<file path="src/hdl/api_frame_deframer_defines.svh">
// ---------------------------------------------------------------------------
// api_frame_deframer_defines
// Assertion macros for the API frame deframer.
// ---------------------------------------------------------------------------
`ifndef API_FRAME_DEFRAMER_DEFINES_SVH
`define API_FRAME_DEFRAMER_DEFINES_SVH

`ifndef NO_ASSERTIONS
`define AFD_ASSERT_SAME(lbl, clk, rst_n, ante, cons) \
	lbl: assert property (@(posedge clk) disable iff (!rst_n) (ante) |-> (cons)) \
		else $error("assertion failed");
`define AFD_ASSERT_NEXT(lbl, clk, rst_n, ante, cons) \
	lbl: assert property (@(posedge clk) disable iff (!rst_n) (ante) |=> (cons)) \
		else $error("assertion failed");
`else
`define AFD_ASSERT_SAME(lbl, clk, rst_n, ante, cons)
`define AFD_ASSERT_NEXT(lbl, clk, rst_n, ante, cons)
`endif

`endif

</file>
<file path="src/hdl/afd_pkg.sv">
// ---------------------------------------------------------------------------
// afd_pkg
// Types and constants shared by the API frame deframer modules.
// ---------------------------------------------------------------------------
package afd_pkg;

	localparam logic [7:0] DELIM  = 8'h7E;
	localparam logic [7:0] SUM_OK = 8'hFF;

	typedef enum logic [2:0] {
		PH_IDLE   = 3'd0,
		PH_LEN_HI = 3'd1,
		PH_LEN_LO = 3'd2,
		PH_TYPE   = 3'd3,
		PH_DATA   = 3'd4,
		PH_CSUM   = 3'd5
	} phase_t;

	typedef enum logic [1:0] {
		ST_OK       = 2'd0,
		ST_CSUM_ERR = 2'd1,
		ST_LEN_ERR  = 2'd2
	} status_t;

	typedef struct packed {
		logic [7:0]  data_byte;
		logic        is_frame_type;
		logic        last;
		status_t     status_code;
		logic [15:0] frame_length;
	} result_t;

endpackage

</file>
<file path="src/hdl/api_frame_deframer.sv">
// Each accepted byte is held in the input register; its result goes to the output register.
// One byte per cycle unless stalled; the parser registers update once per accepted byte.
// The output register has a skid stage, so input stalls only when both slots are full.
// Reset (arst_n low, asynchronous): parser waits for a delimiter, sums and counts clear,
// max_frame_length returns to 65535, and both streams show no valid transfer.
// ---------------------------------------------------------------------------
// api_frame_deframer
// Byte-serial API frame deframer with length and checksum checks.
// ---------------------------------------------------------------------------
`include "api_frame_deframer_defines.svh"

module api_frame_deframer (
	input  logic        clk,
	input  logic        arst_n,
	input  logic        cfg_wen,
	input  logic [15:0] cfg_wdata,      // max_frame_length
	input  logic        s_axis_tvalid,
	output logic        s_axis_tready,
	input  logic [7:0]  s_axis_tdata,   // [7:0] rx_byte
	output logic        m_axis_tvalid,
	input  logic        m_axis_tready,
	output logic [31:0] m_axis_tdata,   // [7:0] data_byte, [9:8] status_code,
	                                    // [25:10] frame_length, [31:26] zero
	output logic        m_axis_tuser,   // [0] is_frame_type
	output logic        m_axis_tlast
);

	logic [15:0]       max_len_q;
	logic              res_valid;
	logic              res_ready;
	afd_pkg::result_t  res;
	afd_pkg::result_t  out_res;

	always_ff @(posedge clk or negedge arst_n) begin
		if (!arst_n) begin
			max_len_q <= 16'hFFFF;
		end else if (cfg_wen) begin
			max_len_q <= cfg_wdata;
		end
	end

	afd_fsm u_fsm (
		.clk       (clk),
		.arst_n    (arst_n),
		.in_valid  (s_axis_tvalid),
		.in_ready  (s_axis_tready),
		.in_byte   (s_axis_tdata),
		.max_len   (max_len_q),
		.res_valid (res_valid),
		.res_ready (res_ready),
		.res       (res)
	);

	afd_out_buf u_out_buf (
		.clk       (clk),
		.arst_n    (arst_n),
		.in_valid  (res_valid),
		.in_ready  (res_ready),
		.in_res    (res),
		.out_valid (m_axis_tvalid),
		.out_ready (m_axis_tready),
		.out_res   (out_res)
	);

	assign m_axis_tdata = {6'd0, out_res.frame_length, out_res.status_code, out_res.data_byte};
	assign m_axis_tuser = out_res.is_frame_type;
	assign m_axis_tlast = out_res.last;

	`AFD_ASSERT_SAME(a_stall_holds_input, clk, arst_n, res_valid && !res_ready, !s_axis_tready)
	`AFD_ASSERT_SAME(a_last_not_type, clk, arst_n, m_axis_tvalid && m_axis_tlast, !m_axis_tuser)
	`AFD_ASSERT_SAME(a_status_only_last, clk, arst_n, m_axis_tvalid && !m_axis_tlast,
		m_axis_tdata[9:8] == afd_pkg::ST_OK)
	`AFD_ASSERT_NEXT(a_cfg_write, clk, arst_n, cfg_wen, max_len_q == $past(cfg_wdata))

endmodule

</file>
<file path="src/hdl/afd_fsm.sv">
// ---------------------------------------------------------------------------
// afd_fsm
// Input register and frame parser: one received byte per cycle unless results stall.
// ---------------------------------------------------------------------------
module afd_fsm (
	input  logic              clk,
	input  logic              arst_n,
	input  logic              in_valid,
	output logic              in_ready,
	input  logic [7:0]        in_byte,
	input  logic [15:0]       max_len,
	output logic              res_valid,
	input  logic              res_ready,
	output afd_pkg::result_t  res
);

	logic              valid_s1;
	logic [7:0]        byte_s1;
	afd_pkg::phase_t   phase_q, phase_d;
	logic [15:0]       len_q, len_d;
	logic [15:0]       left_q, left_d;
	logic [7:0]        sum_q, sum_d;
	logic              res_v;
	logic              adv;

	assign adv       = valid_s1 && (res_ready || !res_v);
	assign in_ready  = !valid_s1 || adv;
	assign res_valid = valid_s1 && res_v;

	always_ff @(posedge clk or negedge arst_n) begin
		if (!arst_n) begin
			valid_s1 <= 1'b0;
		end else if (in_ready) begin
			valid_s1 <= in_valid;
		end
	end

	always_ff @(posedge clk) begin
		if (in_ready && in_valid) begin
			byte_s1 <= in_byte;
		end
	end

	always_ff @(posedge clk or negedge arst_n) begin
		if (!arst_n) begin
			phase_q <= afd_pkg::PH_IDLE;
			len_q   <= 16'd0;
			left_q  <= 16'd0;
			sum_q   <= 8'd0;
		end else if (adv) begin
			phase_q <= phase_d;
			len_q   <= len_d;
			left_q  <= left_d;
			sum_q   <= sum_d;
		end
	end

	always_comb begin
		phase_d = phase_q;
		len_d   = len_q;
		left_d  = left_q;
		sum_d   = sum_q;
		res_v   = 1'b0;
		res     = '0;
		unique case (phase_q) inside
			afd_pkg::PH_LEN_HI: begin
				len_d   = {byte_s1, 8'h00};
				phase_d = afd_pkg::PH_LEN_LO;
			end
			afd_pkg::PH_LEN_LO: begin
				len_d = {len_q[15:8], byte_s1};
				if (len_d == 16'd0 || len_d > max_len) begin
					phase_d          = afd_pkg::PH_IDLE;
					res_v            = 1'b1;
					res.last         = 1'b1;
					res.status_code  = afd_pkg::ST_LEN_ERR;
				end else begin
					left_d  = len_d;
					phase_d = afd_pkg::PH_TYPE;
				end
			end
			afd_pkg::PH_TYPE, afd_pkg::PH_DATA: begin
				sum_d             = sum_q + byte_s1;
				left_d            = left_q - 16'd1;
				phase_d           = (left_d == 16'd0) ? afd_pkg::PH_CSUM : afd_pkg::PH_DATA;
				res_v             = 1'b1;
				res.data_byte     = byte_s1;
				res.is_frame_type = (phase_q == afd_pkg::PH_TYPE);
			end
			afd_pkg::PH_CSUM: begin
				sum_d           = sum_q + byte_s1;
				phase_d         = afd_pkg::PH_IDLE;
				res_v           = 1'b1;
				res.last        = 1'b1;
				res.status_code = (sum_d == afd_pkg::SUM_OK) ? afd_pkg::ST_OK
				                                            : afd_pkg::ST_CSUM_ERR;
			end
			default: begin
				if (byte_s1 == afd_pkg::DELIM) begin
					sum_d   = 8'd0;
					left_d  = 16'd0;
					phase_d = afd_pkg::PH_LEN_HI;
				end else begin
					phase_d = afd_pkg::PH_IDLE;
				end
			end
		endcase
		res.frame_length = len_d;
	end

endmodule

</file>
<file path="src/hdl/afd_out_buf.sv">
// ---------------------------------------------------------------------------
// afd_out_buf
// Output register with a skid stage; ready toward the parser is registered.
// ---------------------------------------------------------------------------
module afd_out_buf (
	input  logic              clk,
	input  logic              arst_n,
	input  logic              in_valid,
	output logic              in_ready,
	input  afd_pkg::result_t  in_res,
	output logic              out_valid,
	input  logic              out_ready,
	output afd_pkg::result_t  out_res
);

	logic              main_valid_q;
	logic              skid_valid_q;
	afd_pkg::result_t  main_q;
	afd_pkg::result_t  skid_q;
	logic              push;

	assign in_ready  = !skid_valid_q;
	assign push      = in_valid && in_ready;
	assign out_valid = main_valid_q;
	assign out_res   = main_q;

	always_ff @(posedge clk or negedge arst_n) begin
		if (!arst_n) begin
			main_valid_q <= 1'b0;
			skid_valid_q <= 1'b0;
		end else if (!main_valid_q || out_ready) begin
			if (skid_valid_q) begin
				main_valid_q <= 1'b1;
				skid_valid_q <= 1'b0;
			end else begin
				main_valid_q <= push;
			end
		end else if (push) begin
			skid_valid_q <= 1'b1;
		end
	end

	always_ff @(posedge clk) begin
		if (!main_valid_q || out_ready) begin
			if (skid_valid_q) begin
				main_q <= skid_q;
			end else if (push) begin
				main_q <= in_res;
			end
		end else if (push) begin
			skid_q <= in_res;
		end
	end

endmodule

</file>
<file path="config.mk">
export PLATFORM = sky130hd
export DESIGN_NAME = api_frame_deframer
export DESIGN_NICKNAME = d
export VERILOG_FILES = /design/src/hdl/afd_pkg.sv /design/src/hdl/api_frame_deframer.sv /design/src/hdl/afd_fsm.sv /design/src/hdl/afd_out_buf.sv
export VERILOG_INCLUDE_DIRS = /design/src /design/src/hdl
export SDC_FILE = /design/constraint.sdc
export NUM_CORES = 1
export LEC_CHECK = 0
export BUFFER_PORTS_ARGS = -buffer_cell sky130_fd_sc_hd__buf_2
export CELL_PAD_IN_SITES_DETAIL_PLACEMENT = 1
export CELL_PAD_IN_SITES_GLOBAL_PLACEMENT = 1
export CORE_MARGIN = 4
export CORE_UTILIZATION = 40
export DETAILED_ROUTE_END_ITERATION = 10
export MAX_ROUTING_LAYER = met4
export PLACE_DENSITY_LB_ADDON = 0.1
export REMOVE_ABC_BUFFERS = 1
export SLEW_MARGIN = 20
export SYNTH_ARGS = -nofsm -noshare
export SYNTH_HDL_FRONTEND = slang
export SYNTH_HIERARCHICAL = 1
export SYNTH_SLANG_ARGS = --single-unit
</file>
<file path="constraint.sdc">
create_clock -name clk -period 4.29 [get_ports clk]
set_input_delay 0.6435 -clock clk [delete_from_list [all_inputs] [get_ports clk]]
set_output_delay 0.6435 -clock clk [all_outputs]
set_load 0.1 [all_outputs]
</file>
**After elaboration in Yosys (flattened, before gate mapping)**

Index checks and enable logic that the tools add are counted.

- Register bits: 126
- Input bits: 29
- Output and inout bits: 36

- $add $sub $neg: 2
- Order comparisons: 1
- Eq/ne operators: 8
- Muxes and demuxes: 21
- Bitwise gates (word level): 3
- Reductions and logical operators: 26

Operator list:

| kind | number |
|---|---|
| 2-to-1 mux 28 bit | 2 |
| one-hot mux 16 bit (3 select lines) | 1 |
| logical NOT 16 bit | 2 |
| 2-to-1 mux 16 bit | 2 |
| one-hot mux 16 bit (2 select lines) | 1 |
| greater-than comparator 16 bit | 1 |
| one-hot mux 8 bit (2 select lines) | 1 |
| subtractor 16 x 1 -> 16 bit, second input constant | 1 |
| one-hot mux 3 bit (4 select lines) | 1 |
| 2-to-1 mux 9 bit | 1 |
| adder 8 bit | 1 |
| == test 8 x 7 -> 1 bit, second input constant | 1 |
| == test 8 bit, second input constant | 1 |
| 2-to-1 mux 8 bit | 1 |
| 2-to-1 mux 1 bit | 7 |
| == test 3 x 2 -> 1 bit, second input constant | 2 |
| == test 3 bit, second input constant | 2 |
| one-hot mux 3 bit (2 select lines) | 1 |
| nonzero test 2 bit | 3 |
| OR reduction 2 bit | 3 |
| logical AND 1 bit | 4 |
| logical NOT 1 bit | 4 |
| logical OR 1 bit | 4 |
| AND reduction 2 bit | 2 |
| other kinds (10) | 12 |

**Logic depth before layout (Yosys ltp)**

- Depth after elaboration: 9
- Depth in mapped cells: 10
- Depth with buffers taken out: 10

**Cells and area by module**

Netlist, hierarchy kept.

Modules (own cells, without submodules):

| module | times used | cells each | area each (µm²) | sequential area each (µm²) |
|---|---|---|---|---|
| afd_fsm | 1 | 382 | 3628.5 | 1341.3 |
| afd_out_buf | 1 | 96 | 2115.8 | 1731.7 |
| api_frame_deframer | 1 | 41 | 718.2 | 420.4 |

**Worst setup path after synthesis**

No wires, ideal clock.

- Path kind: reg2reg
- From: register max_len_q[14]
- To: register u_out_buf/skid_q[0] in the netlist's numbering, enable pin
- Library setup time: 454 ps
- Arrival time: 4308 ps
- Data required time: 3836 ps
- Path slack: -472 ps
- Cell stages (with the launch flop): 10
- Buffers on the path: 0
- Path through: dfstp_2 -> inv_1 -> ha_1 -> nand4_1 -> or4_1 -> a21o_1 -> a31oi_4 -> o21ai_1 -> a21boi_0 -> nor3b_1

- Cells in the longest elaborated chain, start to end: 7

RTL lines:

| element | line | RTL |
|---|---|---|
| from (decl) | api_frame_deframer.sv:28 | `logic [15:0] max_len_q;` |
| from (signal assigned) | api_frame_deframer.sv:38 | `max_len_q <= cfg_wdata;` |
| greater-than comparator 16 bit | afd_fsm.sv:72 | `if (len_d == 16'd0 \|\| len_d > max_len) begin` |
| logical OR 1 bit | afd_fsm.sv:72 |  |
| 2-to-1 mux 1 bit | afd_fsm.sv:72 |  |
| one-hot mux 1 bit (2 select lines) | afd_fsm.sv:65 | `unique case (phase_q) inside` |
| logical AND 1 bit | afd_fsm.sv:28 | `assign res_valid = valid_s1 && res_v;` |
| net res_valid | api_frame_deframer.sv:29 | `logic res_valid;` |
| logical AND 1 bit | afd_out_buf.sv:23 | `assign push = in_valid && in_ready;` |
| AND reduction 2 bit (no source line) | - |  |
| to (signal assigned) | afd_out_buf.sv:51 | `skid_q <= in_res;` |
| to (decl) | afd_out_buf.sv:19 | `afd_pkg::result_t skid_q;` |

The timed path passes the listed nets, and every way through them passes these cells.
A chain may end at the register's enable or synchronous reset.

**Worst setup path after layout**

- From: register max_len_q[14]
- To: output port s_axis_tready

- Cells in the longest elaborated chain, start to end: 8

RTL lines:

| element | line | RTL |
|---|---|---|
| greater-than comparator 16 bit | afd_fsm.sv:72 |  |
| logical OR 1 bit | afd_fsm.sv:72 |  |
| 2-to-1 mux 1 bit | afd_fsm.sv:72 |  |
| one-hot mux 1 bit (2 select lines) | afd_fsm.sv:65 |  |
| logical NOT 1 bit | afd_fsm.sv:26 | `assign adv = valid_s1 && (res_ready \|\| !res_v);` |
| logical OR 1 bit | afd_fsm.sv:26 |  |
| logical AND 1 bit | afd_fsm.sv:26 |  |
| logical OR 1 bit | afd_fsm.sv:27 | `assign in_ready = !valid_s1 \|\| adv;` |
| to (decl) | api_frame_deframer.sv:18 | `output logic s_axis_tready,` |

Every way passes these cells.

==> key figures <==
Routing
  • WL per Instance: 20.0 um
  • Met2 wire len: 7660 um
  • Top sig layer: met4
  • # DRC: 0
  • Initial drt markers: 247
  • DRT Pass-1 Iters: 4
  • Met3 routed WL: 710 um
  • Vias per cell: 5.49
  • Met1 wire length: 7660 um
  • Vias post-DR: 4475
  • Post-route ant nets: 0
  • WL final: 16300 um

Floorplanning
  • Ports: 65
  • Row count: 46
  • Initial core utilization: 40.7%
  • Die W: 135 um
  • Die height: 135 um
  • Die area: 0.0183 mm^2
  • Core ar.: 0.0159 mm^2

STA
  • RSZ-0062 raised after global routing: false
  • Worst path setup slack after routing: 0.337 ns
  • Worst-margin pin slew: 0.955 ns
  • Max-slew violations: 0
  • # setup viols final: 0
  • Min Tclk post-route: 3.95 ns
  • Final Hold Vio Count: 0
  • Max Fclk: 253 MHz
  • Final critical-path share of the clock period: 92.1%
  • Max transition margin: 36.3%
  • Clock Skew: 0.00732 ns

Placed design
  • Post-DP HPWL: 11500 um
  • PortBufs: 58
  • Pre-CTS setup slack: 0.708 ns
  • Placer Congestion: 0.838

Power and ir drop
  • Leakage: 3.15 nW
  • Max rail drop VDD: 0.301 mV
  • Pwr Density: 767 mW/mm^2

Cells and area
  • Nets: 641
  • Diode count: 0
  • Area delta synth->final: 16.3%
  • Share of layout cells above drive strength 1: 32.2%
  • Final core occ: 47.3%

Flow run
  • Max-cap violation count: 0

Logic synthesis
  • #FFs+latches synth: 126
  • Syn. warnings: 6
  • Netlist cell types: 62
  • Prevailing post-synth register cell: edfxtp_1
  • Sequential element share of the synthesized area: 54.1%
  • Async set-reset flop share out of synthesis: 49.2%
  • Synthesized area: 0.00646 mm^2
  • Post-Syn Area per Cell: 12.5 um^2
  • Post-Syn Instances: 519
  • Post-synth EDFFs: 64

Worst setup path
  • R2r startpoint: max_len_q[14]
  • CP Data Required Time: 3.65 ns
  • WP data arrival: 3.31 ns
  • Max FO, Critical Path: 4
  • Critical Path End Type: output port
  • Crit path kind: flip-flop to output port
  • Critical path launch point: max_len_q[14]
  • Crit path launch type: flip-flop

Global route
  • Total global-route track usage: 19.4%
  • Initial antenna violation count: 0
  • Vias in the first global route: 4670
  • Overflow after GRT: 0
  • Largest net degree at the start of global routing: 36
  • First-pass GRT wire length: 26400 um

Clock tree
  • CTS root buffer: clkbuf_16
  • CTS buffer count: 17
  • CTS tree: built
  • H-tree lvl count: 4
  • Sink Count: 126
  • Post-CTS Setup Repair Bufs: 0
  • Hold Buf Count CTS: 0
  • Worst-path clk slew: 0.06 ns
  • Max clock buf depth: 2
  • Post_cts resized: 0
  • Clock Latency Late Sink: 0.42 ns

Run status
  • Status: finished, final reports clean

Min path
  • Hold Crit Class: input pin to asynchronous set/reset pin
-- area by class of cell --
| type | instances | area (um^2) |
|---|---|---|
| multi-input combinational | 345 | 2710 |
| tap | 216 | 270 |
| sequential | 126 | 3490 |
| fill | 1708 | 8370 |
| timing repair buffer | 70 | 380 |
| clock inverter | 15 | 138 |
| inverter | 26 | 97.6 |
| clock buffer | 17 | 425 |
-- cells by family (layout without fill, tap and decap cells) --
kind of cell             count (synthesis)  in the layout  synth area share [%]
flip-flops                             126            126                  54.1
AO/OA/AOI/OAI                          121            121                  12.7
AND/OR/NAND/NOR                        116            116                  9.18
multiplexers                            68             68                  13.2
buffers and inverters                   53            128                  4.51
adder cells (fa/ha/maj)                 26             26                  5.15
XOR/XNOR                                 8              8                  1.08
other                                    1              6                0.0580
-- layout by cell type (no fill, tap or decap), types with 3 or more instances in the layout --
| master | count |
|---|---|
| o21ai_0 | 33 |
| ha_1 | 25 |
| nand4_1 | 5 |
| nand2_1 | 24 |
| conb_1 | 6 |
| nor3_1 | 10 |
| a22o_1 | 18 |
| clkinv_4 | 5 |
| xnor2_1 | 7 |
| nor2_1 | 30 |
| dfrtp_1 | 46 |
| edfxtp_1 | 64 |
| a22oi_1 | 8 |
| and2_1 | 7 |
| buf_4 | 12 |
| a21o_1 | 5 |
| dfstp_2 | 16 |
| mux2_4 | 24 |
| a21boi_0 | 3 |
| or3_1 | 3 |
| or4_1 | 3 |
| inv_6 | 4 |
| nor4_1 | 9 |
| inv_1 | 26 |
| clkbuf_16 | 17 |
| buf_2 | 58 |
| nor2b_1 | 5 |
| a32oi_1 | 5 |
| mux2_2 | 44 |
| nand3_1 | 7 |
| a21oi_1 | 25 |
-- worst max-delay path: stages (launching register included) --
cell and delay, ns:
dfstp_2 0.53, inv_1 0.04, ha_1 0.32, nand4_1 0.18
or4_1 0.55, a21o_1 0.23, a31oi_4 0.28, o21ai_1 0.16
a21oi_1 0.25, inv_1 0.06, buf_2 0.29
-- power by group --
| group | switching [mW] | internal, mW | total, mW |
|---|---|---|---|
| Sequential | 0.265 | 1.66 | 1.93 |
| Clock | 0.572 | 0.802 | 1.37 |
| Combinational | 1.63 | 0.836 | 2.46 |
-- cell usage after synthesis, types with 2 or more instances --
cell type,instances,area [um^2]
a211oi_1,2,15.0
a21boi_0,3,22.5
a21o_1,5,37.5
a21oi_1,26,130
a22o_1,18,158
a22oi_1,8,60.1
a31oi_1,2,12.5
a31oi_4,2,42.5
a32oi_1,5,43.8
and2_1,7,43.8
buf_2,6,30.0
buf_4,6,45.0
buf_6,6,67.6
clkbuf_1,6,22.5
dfrtp_1,46,1150
dfstp_2,16,420
edfxtp_1,64,1920
ha_1,25,313
inv_1,26,97.6
mux2_2,44,495
mux2_4,24,360
nand2_1,24,90.1
nand2b_1,2,12.5
nand3_1,7,35.0
nand4_1,5,31.3
nor2_1,30,113
nor2b_1,6,37.5
nor3_1,11,55.1
nor4_1,9,56.3
o21ai_0,33,165
o22ai_1,2,12.5
o311ai_1,2,17.5
o31ai_1,2,15.0
or3_1,3,18.8
or4_1,3,22.5
xnor2_1,7,61.3
-- registers in the layout, summed over array words and instances (netlist names) --
| signal | flops |
|---|---|
| u_fsm/len_q | 16 |
| u_out_buf/out_valid | 1 |
| u_fsm/byte_s1 | 8 |
| u_out_buf/out_res | 28 |
| u_fsm/phase_q | 3 |
| u_out_buf/skid_valid_q | 1 |
| u_fsm/valid_s1 | 1 |
| u_fsm/left_q | 16 |
| u_out_buf/skid_q | 28 |
| max_len_q | 16 |
| u_fsm/sum_q | 8 |
-- path summary, 6_finish.rpt --
check                      slack [ns]  depth (start not counted)                   end
max                              0.34                         10         s_axis_tready
min                              0.28                          1   u_out_buf/out_valid
max reg2reg                      0.64                         10  u_out_buf/skid_q[22]
min reg2reg                      0.49                          1      u_fsm/left_q[15]
max in group asynchronous        3.03                          2         max_len_q[11]
min in group clk                 0.40                          1      u_fsm/byte_s1[3]
-- per-layer routing --
metal,track usage (%),up-vias
met5,-,-
met2,29.4,106
met1,26.5,2265
li1,-,2081
met3,3.24,23
met4,7.33,0
-- metrics by stage --
stage	hold slack (ns)	power (mW)	setup TNS, ns	instance area [um^2]	std cells
2_1_floorplan	0.348	3.76	-40.79	6290	497
3_3_place_gp	0.482	4.31	0	6950	783
3_5_place_dp	0.485	4.39	0	6950	783
4_1_cts	0.313	5.79	0	7520	815
5_1_grt	0.320	6.11	0	7520	815
6_report	0.282	5.77	0	7520	815
Note: power is estimated with default switching activity, not from simulation.
